===== src/rrtp_pkg.sv =====
`timescale 1ns / 1ps
// ----------------------------------------------------------------------------
// rrtp_pkg
// Shared constants, codes and control/status types of the round-robin picker.
// ----------------------------------------------------------------------------
package rrtp_pkg;

  localparam int MaxTasksDef = 32;

  localparam int ActionW  = 2;
  localparam int TaskIdxW = 5;
  localparam int StatusW  = 2;
  localparam int RcW      = 2;

  localparam logic [ActionW-1:0] ACT_ADD    = 2'd0;
  localparam logic [ActionW-1:0] ACT_SET    = 2'd1;
  localparam logic [ActionW-1:0] ACT_SWITCH = 2'd2;

  localparam logic [StatusW-1:0] ST_READY     = 2'd0;
  localparam logic [StatusW-1:0] ST_RUNNING   = 2'd1;

  localparam logic [RcW-1:0] RC_OK     = 2'd0;
  localparam logic [RcW-1:0] RC_NONE   = 2'd1;
  localparam logic [RcW-1:0] RC_FULL   = 2'd2;
  localparam logic [RcW-1:0] RC_BADIDX = 2'd3;

  // Source of the selected_task / has_task pair of a result
  typedef enum logic [2:0] {
    SEL_NONE,
    SEL_COUNT,
    SEL_CUR,
    SEL_KEEP,
    SEL_NEW
  } sel_e;

  typedef struct packed {
    logic             ld;
    logic             wr_add;
    logic             wr_set;
    logic             rd_cur;
    logic             save_cur_st;
    logic             resume_cur;
    logic             scan_zero;
    logic             scan_cur;
    logic             scan_step;
    logic             found;
    logic             wr_old;
    logic             wr_new;
    logic             emit;
    logic [RcW-1:0]   rc;
    sel_e             sel;
  } rrtp_cmd_t;

  typedef struct packed {
    logic [ActionW-1:0] act;
    logic               full;
    logic               bad_idx;
    logic               empty;
    logic               cur_valid;
    logic               rd_ready;
    logic               last;
  } rrtp_sts_t;

endpackage


===== src/rrtp_dpath.sv =====
`timescale 1ns / 1ps
// ----------------------------------------------------------------------------
// rrtp_dpath
// Task status memory, task count, current task, scan pointer and result regs.
// ----------------------------------------------------------------------------
module rrtp_dpath import rrtp_pkg::*; #(
  parameter int MAX_TASKS = MaxTasksDef
) (
  input  logic                clk_i,
  input  logic                rst_ni,
  input  logic [ActionW-1:0]  action_i,
  input  logic [TaskIdxW-1:0] task_index_i,
  input  logic [StatusW-1:0]  new_status_i,
  input  rrtp_cmd_t           cmd_i,
  output rrtp_sts_t           sts_o,
  output logic                done_o,
  output logic [TaskIdxW-1:0] selected_task_o,
  output logic                has_task_o,
  output logic [RcW-1:0]      result_code_o
);

  localparam int IdxW = $clog2(MAX_TASKS);
  localparam int CntW = $clog2(MAX_TASKS + 1);
  localparam int CmpW = (CntW > TaskIdxW) ? CntW : TaskIdxW;

  logic [StatusW-1:0]  mem_q [MAX_TASKS];

  logic [ActionW-1:0]  act_q;
  logic [TaskIdxW-1:0] tidx_q;
  logic [StatusW-1:0]  nst_q;
  logic [StatusW-1:0]  rd_data_q;
  logic [IdxW-1:0]     rd_idx_q;
  logic [StatusW-1:0]  cur_st_q;
  logic [IdxW-1:0]     new_q;

  logic [CntW-1:0]     count_q, count_d;
  logic [IdxW-1:0]     cur_q, cur_d;
  logic                cur_valid_q, cur_valid_d;
  logic [CntW-1:0]     left_q, left_d;
  logic                done_q;
  logic [TaskIdxW-1:0] sel_q;
  logic                has_q;
  logic [RcW-1:0]      rc_q;

  logic [IdxW-1:0]     raddr;
  logic                we;
  logic [IdxW-1:0]     waddr;
  logic [StatusW-1:0]  wdata;
  logic [TaskIdxW-1:0] sel_d;
  logic                has_d;

  // Wrap to task 0 after the last added task
  function automatic logic [IdxW-1:0] next_idx(input logic [IdxW-1:0] i,
                                               input logic [CntW-1:0] n);
    logic [IdxW-1:0] r;
    if (CntW'(i) == n - CntW'(1)) begin
      r = '0;
    end else begin
      r = i + IdxW'(1);
    end
    return r;
  endfunction

  always_comb begin
    if (cmd_i.rd_cur) begin
      raddr = cur_q;
    end else if (cmd_i.scan_zero) begin
      raddr = '0;
    end else if (cmd_i.scan_cur) begin
      raddr = next_idx(cur_q, count_q);
    end else begin
      raddr = next_idx(rd_idx_q, count_q);
    end
  end

  always_comb begin
    we    = 1'b0;
    waddr = cur_q;
    wdata = ST_RUNNING;
    if (cmd_i.wr_add) begin
      we    = 1'b1;
      waddr = IdxW'(count_q);
      wdata = ST_READY;
    end else if (cmd_i.wr_set) begin
      we    = 1'b1;
      waddr = IdxW'(tidx_q);
      wdata = nst_q;
    end else if (cmd_i.resume_cur) begin
      we    = 1'b1;
    end else if (cmd_i.wr_old) begin
      // demote the old task only if it is still running
      we    = cur_valid_q && (cur_st_q == ST_RUNNING);
      wdata = ST_READY;
    end else if (cmd_i.wr_new) begin
      we    = 1'b1;
      waddr = new_q;
    end
  end

  always_comb begin
    count_d     = count_q;
    cur_d       = cur_q;
    cur_valid_d = cur_valid_q;
    left_d      = left_q;
    if (cmd_i.wr_add) begin
      count_d = count_q + CntW'(1);
    end
    if (cmd_i.wr_new) begin
      cur_d       = new_q;
      cur_valid_d = 1'b1;
    end
    if (cmd_i.scan_zero || cmd_i.scan_cur) begin
      left_d = count_q;
    end else if (cmd_i.scan_step) begin
      left_d = left_q - CntW'(1);
    end
  end

  always_comb begin
    sel_d = '0;
    has_d = 1'b0;
    case (cmd_i.sel)
      SEL_NONE: begin
        sel_d = '0;
        has_d = 1'b0;
      end
      SEL_COUNT: begin
        sel_d = TaskIdxW'(count_q);
        has_d = 1'b1;
      end
      SEL_CUR: begin
        sel_d = TaskIdxW'(cur_q);
        has_d = 1'b1;
      end
      SEL_KEEP: begin
        sel_d = cur_valid_q ? TaskIdxW'(cur_q) : '0;
        has_d = cur_valid_q;
      end
      SEL_NEW: begin
        sel_d = TaskIdxW'(new_q);
        has_d = 1'b1;
      end
      default: begin
        sel_d = '0;
        has_d = 1'b0;
      end
    endcase
  end

  always_ff @(posedge clk_i) begin
    if (we) begin
      mem_q[waddr] <= wdata;
    end
    rd_data_q <= mem_q[raddr];
    rd_idx_q  <= raddr;
  end

  always_ff @(posedge clk_i) begin
    if (cmd_i.ld) begin
      act_q  <= action_i;
      tidx_q <= task_index_i;
      nst_q  <= new_status_i;
    end
    if (cmd_i.save_cur_st) begin
      cur_st_q <= rd_data_q;
    end
    if (cmd_i.found) begin
      new_q <= rd_idx_q;
    end
    if (cmd_i.emit) begin
      sel_q <= sel_d;
      has_q <= has_d;
      rc_q  <= cmd_i.rc;
    end
  end

  always_ff @(posedge clk_i or negedge rst_ni) begin
    if (!rst_ni) begin
      count_q     <= '0;
      cur_q       <= '0;
      cur_valid_q <= 1'b0;
      left_q      <= '0;
      done_q      <= 1'b0;
    end else begin
      count_q     <= count_d;
      cur_q       <= cur_d;
      cur_valid_q <= cur_valid_d;
      left_q      <= left_d;
      done_q      <= cmd_i.emit;
    end
  end

  assign sts_o.act       = act_q;
  assign sts_o.full      = (count_q == CntW'(MAX_TASKS));
  assign sts_o.bad_idx   = (CmpW'(tidx_q) >= CmpW'(count_q));
  assign sts_o.empty     = (count_q == '0);
  assign sts_o.cur_valid = cur_valid_q;
  assign sts_o.rd_ready  = (rd_data_q == ST_READY);
  assign sts_o.last      = (left_q == CntW'(1));

  assign done_o          = done_q;
  assign selected_task_o = sel_q;
  assign has_task_o      = has_q;
  assign result_code_o   = rc_q;

endmodule


===== src/rrtp_ctrl.sv =====
`timescale 1ns / 1ps
// ----------------------------------------------------------------------------
// rrtp_ctrl
// Sequencer for add, set-status and the round-robin switch scan.
// ----------------------------------------------------------------------------
module rrtp_ctrl import rrtp_pkg::*; (
  input  logic      clk_i,
  input  logic      rst_ni,
  input  logic      start,
  output logic      busy,
  input  rrtp_sts_t sts_i,
  output rrtp_cmd_t cmd_o
);

  typedef enum logic [2:0] {
    S_IDLE,
    S_EXEC,
    S_CUR_WAIT,
    S_SCAN,
    S_WR_OLD,
    S_WR_NEW
  } state_e;

  state_e state_q, state_d;

  always_comb begin
    state_d = state_q;
    cmd_o   = '0;
    cmd_o.rc  = RC_OK;
    cmd_o.sel = SEL_NONE;
    case (state_q)
      S_IDLE: begin
        if (start) begin
          cmd_o.ld = 1'b1;
          state_d  = S_EXEC;
        end
      end
      S_EXEC: begin
        state_d = S_IDLE;
        case (sts_i.act)
          ACT_ADD: begin
            cmd_o.emit = 1'b1;
            if (sts_i.full) begin
              cmd_o.rc = RC_FULL;
            end else begin
              cmd_o.wr_add = 1'b1;
              cmd_o.sel    = SEL_COUNT;
            end
          end
          ACT_SET: begin
            cmd_o.emit = 1'b1;
            if (sts_i.bad_idx) begin
              cmd_o.rc = RC_BADIDX;
            end else begin
              cmd_o.wr_set = 1'b1;
            end
          end
          ACT_SWITCH: begin
            if (sts_i.empty) begin
              cmd_o.emit = 1'b1;
              cmd_o.rc   = RC_NONE;
            end else if (sts_i.cur_valid) begin
              cmd_o.rd_cur = 1'b1;
              state_d      = S_CUR_WAIT;
            end else begin
              cmd_o.scan_zero = 1'b1;
              state_d         = S_SCAN;
            end
          end
          default: begin
            cmd_o.emit = 1'b1;
          end
        endcase
      end
      S_CUR_WAIT: begin
        cmd_o.save_cur_st = 1'b1;
        if (sts_i.rd_ready) begin
          // current task was marked ready: resume it
          cmd_o.resume_cur = 1'b1;
          cmd_o.emit       = 1'b1;
          cmd_o.sel        = SEL_CUR;
          state_d          = S_IDLE;
        end else begin
          cmd_o.scan_cur = 1'b1;
          state_d        = S_SCAN;
        end
      end
      S_SCAN: begin
        if (sts_i.rd_ready) begin
          cmd_o.found = 1'b1;
          state_d     = S_WR_OLD;
        end else if (sts_i.last) begin
          cmd_o.emit = 1'b1;
          cmd_o.rc   = RC_NONE;
          cmd_o.sel  = SEL_KEEP;
          state_d    = S_IDLE;
        end else begin
          cmd_o.scan_step = 1'b1;
        end
      end
      S_WR_OLD: begin
        cmd_o.wr_old = 1'b1;
        state_d      = S_WR_NEW;
      end
      S_WR_NEW: begin
        cmd_o.wr_new = 1'b1;
        cmd_o.emit   = 1'b1;
        cmd_o.sel    = SEL_NEW;
        state_d      = S_IDLE;
      end
      default: begin
        state_d = S_IDLE;
      end
    endcase
  end

  always_ff @(posedge clk_i or negedge rst_ni) begin
    if (!rst_ni) begin
      state_q <= S_IDLE;
    end else begin
      state_q <= state_d;
    end
  end

  assign busy = (state_q != S_IDLE);

endmodule


===== src/round_robin_task_picker_top.sv =====
`timescale 1ns / 1ps
// Add, set-status and unknown actions load in S_IDLE and emit in S_EXEC; done_o is registered.
// Switch: the current task resumes from S_CUR_WAIT if marked ready; otherwise the scan,
//   reading one status entry per cycle from the task memory, picks the next ready task.
// Throughput: one item at a time; start is taken again once busy drops.
// Reset (rst_ni low, asynchronous) empties the task table and clears the current task.
// Results are shown for one cycle on done_o; the receiver cannot stall.
// ----------------------------------------------------------------------------
// round_robin_task_picker_top
// Task table with add, set-status and round-robin switch actions.
// ----------------------------------------------------------------------------
module round_robin_task_picker_top import rrtp_pkg::*; #(
  parameter int MAX_TASKS = MaxTasksDef
) (
  input  logic                clk_i,
  input  logic                rst_ni,
  input  logic                start,
  output logic                busy,
  input  logic [ActionW-1:0]  action_i,
  input  logic [TaskIdxW-1:0] task_index_i,
  input  logic [StatusW-1:0]  new_status_i,
  output logic                done_o,
  output logic [TaskIdxW-1:0] selected_task_o,
  output logic                has_task_o,
  output logic [RcW-1:0]      result_code_o
);

  rrtp_cmd_t cmd;
  rrtp_sts_t sts;

  rrtp_ctrl u_ctrl (
    .clk_i  (clk_i),
    .rst_ni (rst_ni),
    .start  (start),
    .busy   (busy),
    .sts_i  (sts),
    .cmd_o  (cmd)
  );

  rrtp_dpath #(
    .MAX_TASKS (MAX_TASKS)
  ) u_dpath (
    .clk_i           (clk_i),
    .rst_ni          (rst_ni),
    .action_i        (action_i),
    .task_index_i    (task_index_i),
    .new_status_i    (new_status_i),
    .cmd_i           (cmd),
    .sts_o           (sts),
    .done_o          (done_o),
    .selected_task_o (selected_task_o),
    .has_task_o      (has_task_o),
    .result_code_o   (result_code_o)
  );

endmodule

===== config.mk =====
export PLATFORM = sky130hd
export DESIGN_NAME = round_robin_task_picker_top
export DESIGN_NICKNAME = d
export VERILOG_FILES = /design/src/rrtp_pkg.sv /design/src/rrtp_dpath.sv /design/src/rrtp_ctrl.sv /design/src/round_robin_task_picker_top.sv
export SDC_FILE = /design/constraint.sdc
export NUM_CORES = 1
export LEC_CHECK = 0
export ABC_AREA = 1
export BUFFER_PORTS_ARGS = -buffer_cell sky130_fd_sc_hd__buf_4
export CAP_MARGIN = 0
export CORE_ASPECT_RATIO = 1.4
export CORE_MARGIN = 4
export CORE_UTILIZATION = 50
export DETAILED_ROUTE_END_ITERATION = 6
export GPL_TIMING_DRIVEN = 0
export PLACE_DENSITY = 0.75
export SYNTH_ARGS = -nofsm -noshare
export SYNTH_HDL_FRONTEND = slang
export SYNTH_SLANG_ARGS = --single-unit

===== constraint.sdc =====
create_clock -name clk_i -period 3.89 [get_ports clk_i]
set_clock_uncertainty 0.2 [all_clocks]
set_input_delay 0.1945 -clock clk_i [delete_from_list [all_inputs] [get_ports clk_i]]
set_output_delay 0.1945 -clock clk_i [all_outputs]
set_load 0.005 [all_outputs]

==> metrics.txt <==
share of cells above drive strength 1=0.141; worst slew pin tran=approximately 0.96 ns; syn nets=roughly 680; DRC Markers=0; Comb power frac=0.478; RSZ-0062 raised after global routing=false; diode count=0; core area=around 12000 sq um; first-pass GRT wire length=roughly 24000 microns; CP required=approximately 3.8 ns; initial antenna violation count=0; post-route ant nets=0; Tcrit/Tclk final=0.918; IO buf count=21; Startpoint Class=flop; clock latency at the later pin of the worst-skew pair=between 0.4 and 0.5 ns; switching power=about 0.0027 W; chip width=101 microns; vias per cell=5.55; detailed placement HPWL=between 10000 and 15000 microns; critical path fanouts, max=10; CTS sink count=between 100 and 150; max_slew headroom=0.358; Worst Setup SP=u_dpath.count_q[0]; Initial DRT Pass Iterations=6; CTS resizes=0; final setup violating endpoints=0; VDD IR max=between 0.0004 and 0.0005 V; Pwr Density=slightly above 900 nW/um^2; Clock power frac=0.237; Detailed Route WL=approximately 15000 microns; Util after Layout=0.598; reg-to-reg endpoint=u_dpath.mem_q[15][1]; starting density of the core=0.509; H-tree depth=4; r2r setup slk=0.32 ns; #FFs+latches synth=~120; Worst EP arrival=3.47 ns; switch share=0.428; GP Congestion=approximately 0.9; Worst-path clk slew=roughly 0.050 ns; Rows=47; Area Growth Syn to Fin=17.6%; max-slew violations=0; CP Class=reg -> reg; Leak=3.03 nW; Cell Area, Synth=~6000 sq um; Non-Filler Instances=around 860; Int Pwr=0.00366 W; GR Util All Layers=0.235; sequential share of power=0.285; vias in the first global route=around 4900; final hold vios=0; vias=about 4800; syn avg cell area=between 9 and 10 sq um; Worst R2R Path Depth=13; fmax=0.280 GHz; routed len/inst=roughly 18 microns; Cell Count Post-Placement=822; warnings from Yosys=0; worst hold path class=in -> async; die area=around 14000 sq um; Initial DRC Count=approximately 340; Max Cap Violations=0; post-synthesis instance total=between 600 and 700; Unique masters post-synth=38; CTS tree=yes; GRT overflow=0; post-synthesis sequential area ratio=0.554; RR Startpoint=u_dpath.count_q[0]; final worst path period need=approximately 3.6 ns; # nets final=about 730; CTS buffer count=17; status=completed; Vert. Die Dim=approximately 140 microns; clk buf depth=2; crit end category=flop; I/O pins=22; root buf cell=clkbuf_16; largest net degree at the start of global routing=28
synthesized netlist by cell type (all sizes together):
master,number,area [sq um]
buf,17,124
nor3,8,61.3
nand2,166,653
or2,1,6.26
nand4,7,50.1
xnor2,2,17.5
o221ai,6,52.6
a21o,1,7.51
o22ai,2,12.5
o21ai,17,85.1
nor4,1,21.3
dfrtp,22,551
nor2,65,269
edfxtp,88,2640
ha,11,138
xor2,13,114
o211ai,6,45.0
inv,84,318
a221oi,1,15.0
nand3b,15,113
nand3,105,531
a21oi,6,41.3
dfxtp,7,140
a21boi,1,7.51
power groups by stage:
stage               clock (W)  combinational [W]  sequential [W]
finish                0.00152            0.00306         0.00182
detailed placement          0            0.00300         0.00184
global placement            0            0.00290         0.00184
floorplan                   0            0.00214         0.00180
CTS                   0.00153            0.00303         0.00182
global route          0.00159            0.00338         0.00185
state kept, by name, indices dropped and copies added (netlist names), 3 cells and up:
name                     flops
u_dpath.left_q               6
u_dpath.tidx_q               5
u_ctrl.state_q               3
u_dpath.count_q              6
u_dpath.selected_task_o      5
u_dpath.cur_q                5
u_dpath.rd_idx_q             5
u_dpath.new_q                5
u_dpath.mem_q               64
worst max-delay path by stage:
stage / slack, ns / depth (start not counted) / endpoint
floorplan: 0.94 / 11 / u_dpath.mem_q[0][0]
global placement: -0.20 / 11 / u_dpath.mem_q[0][0]
detailed placement: 0.39 / 13 / u_dpath.mem_q[30][0]
CTS: 0.37 / 13 / u_dpath.mem_q[30][0]
global route: 0.11 / 12 / u_dpath.mem_q[24][0]
finish: 0.32 / 13 / u_dpath.mem_q[15][1]
per-layer routing:
metal | routed length (microns) | share of wire | vias to the layer above | track usage
li1 | - | - | 2290 | -
met1 | 5640 | 0.37 | 2265 | 0.251
met2 | 8260 | 0.54 | 194 | 0.432
met3 | 821 | 0.053 | 48 | 0.0380
met4 | 701 | 0.045 | 0 | 0.135
met5 | 0 | 0 | - | 0
cells in the final DEF (no fill, tap or decap), types with 3 or more instances in the layout:
master         netlist  routed
dfxtp_1              7       7
nand4_1              6       6
ha_1                11      11
nand3_1            104     104
dlygate4sd3_1        0      11
o221ai_1             6       6
nand2_1            158     158
o211ai_1             6       6
clkinv_2             0       4
buf_2                9       9
nand3b_1            15      15
nor2_1              61      59
nand2_2              6       6
buf_4                3      24
clkinv_1             0       3
o21ai_0             16      16
buf_6                5       5
nor3_1               5       5
a21oi_1              5       5
dfrtp_1             22      22
xor2_1              13      13
inv_2               11      11
edfxtp_1            88      88
nor2_4               3       3
bufinv_16            0       3
nor2_2               1       3
clkbuf_16            0      17
inv_1               72      72
cell families after synthesis:
kind of cell | Yosys count | synth area share
AND/OR/NAND/NOR | 368 | 0.283
XOR/XNOR | 15 | 0.0218
adder cells (fa/ha/maj) | 11 | 0.0229
AO/OA/AOI/OAI | 40 | 0.0443
flip-flops | 117 | 0.554
buffers and inverters | 101 | 0.0734
timing repair:
action                                 in CTS  in global routing
setup buffers                               0                  0
endpoints found under the hold margin      32                  0
hold buffers                               11                  0
final cells by class:
class | count | area, sq um
well taps | 147 | 184
plain buffers | 17 | 124
repair buffers | 34 | 298
clock buffers | 19 | 433
fillers | 965 | 4750
flip-flops and latches | 117 | 3330
inverters | 84 | 318
clock inverters | 12 | 138
multi-input cells | 434 | 2240
worst max-delay path: stages (launching register included):
cell,delay (ns)
dfrtp_1,0.38
buf_2,0.25
inv_2,0.12
ha_1,0.29
inv_1,0.12
nor2_1,0.07
nand2_1,0.16
nor2_1,0.11
nor4_4,0.33
buf_6,0.21
nand2_1,0.13
nand2_1,0.16
nand3_1,0.39
nor2_1,0.32
per-stage QoR:
stage | power (W) | worst slack, ns | hold WS, ns | setup TNS [ns] | area [sq um]
finish | 0.00640 | 0.319 | 0.0200 | 0 | 7070
global placement | 0.00473 | -0.201 | -0.100 | -6.53 | 6360
floorplan | 0.00394 | 0.936 | -0.301 | 0 | 6010
CTS | 0.00637 | 0.366 | 0.00777 | 0 | 7070
detailed placement | 0.00484 | 0.393 | -0.0950 | 0 | 6390
global route | 0.00681 | 0.105 | 0.0434 | 0 | 7070
Note: power is estimated with default switching activity, not from simulation.
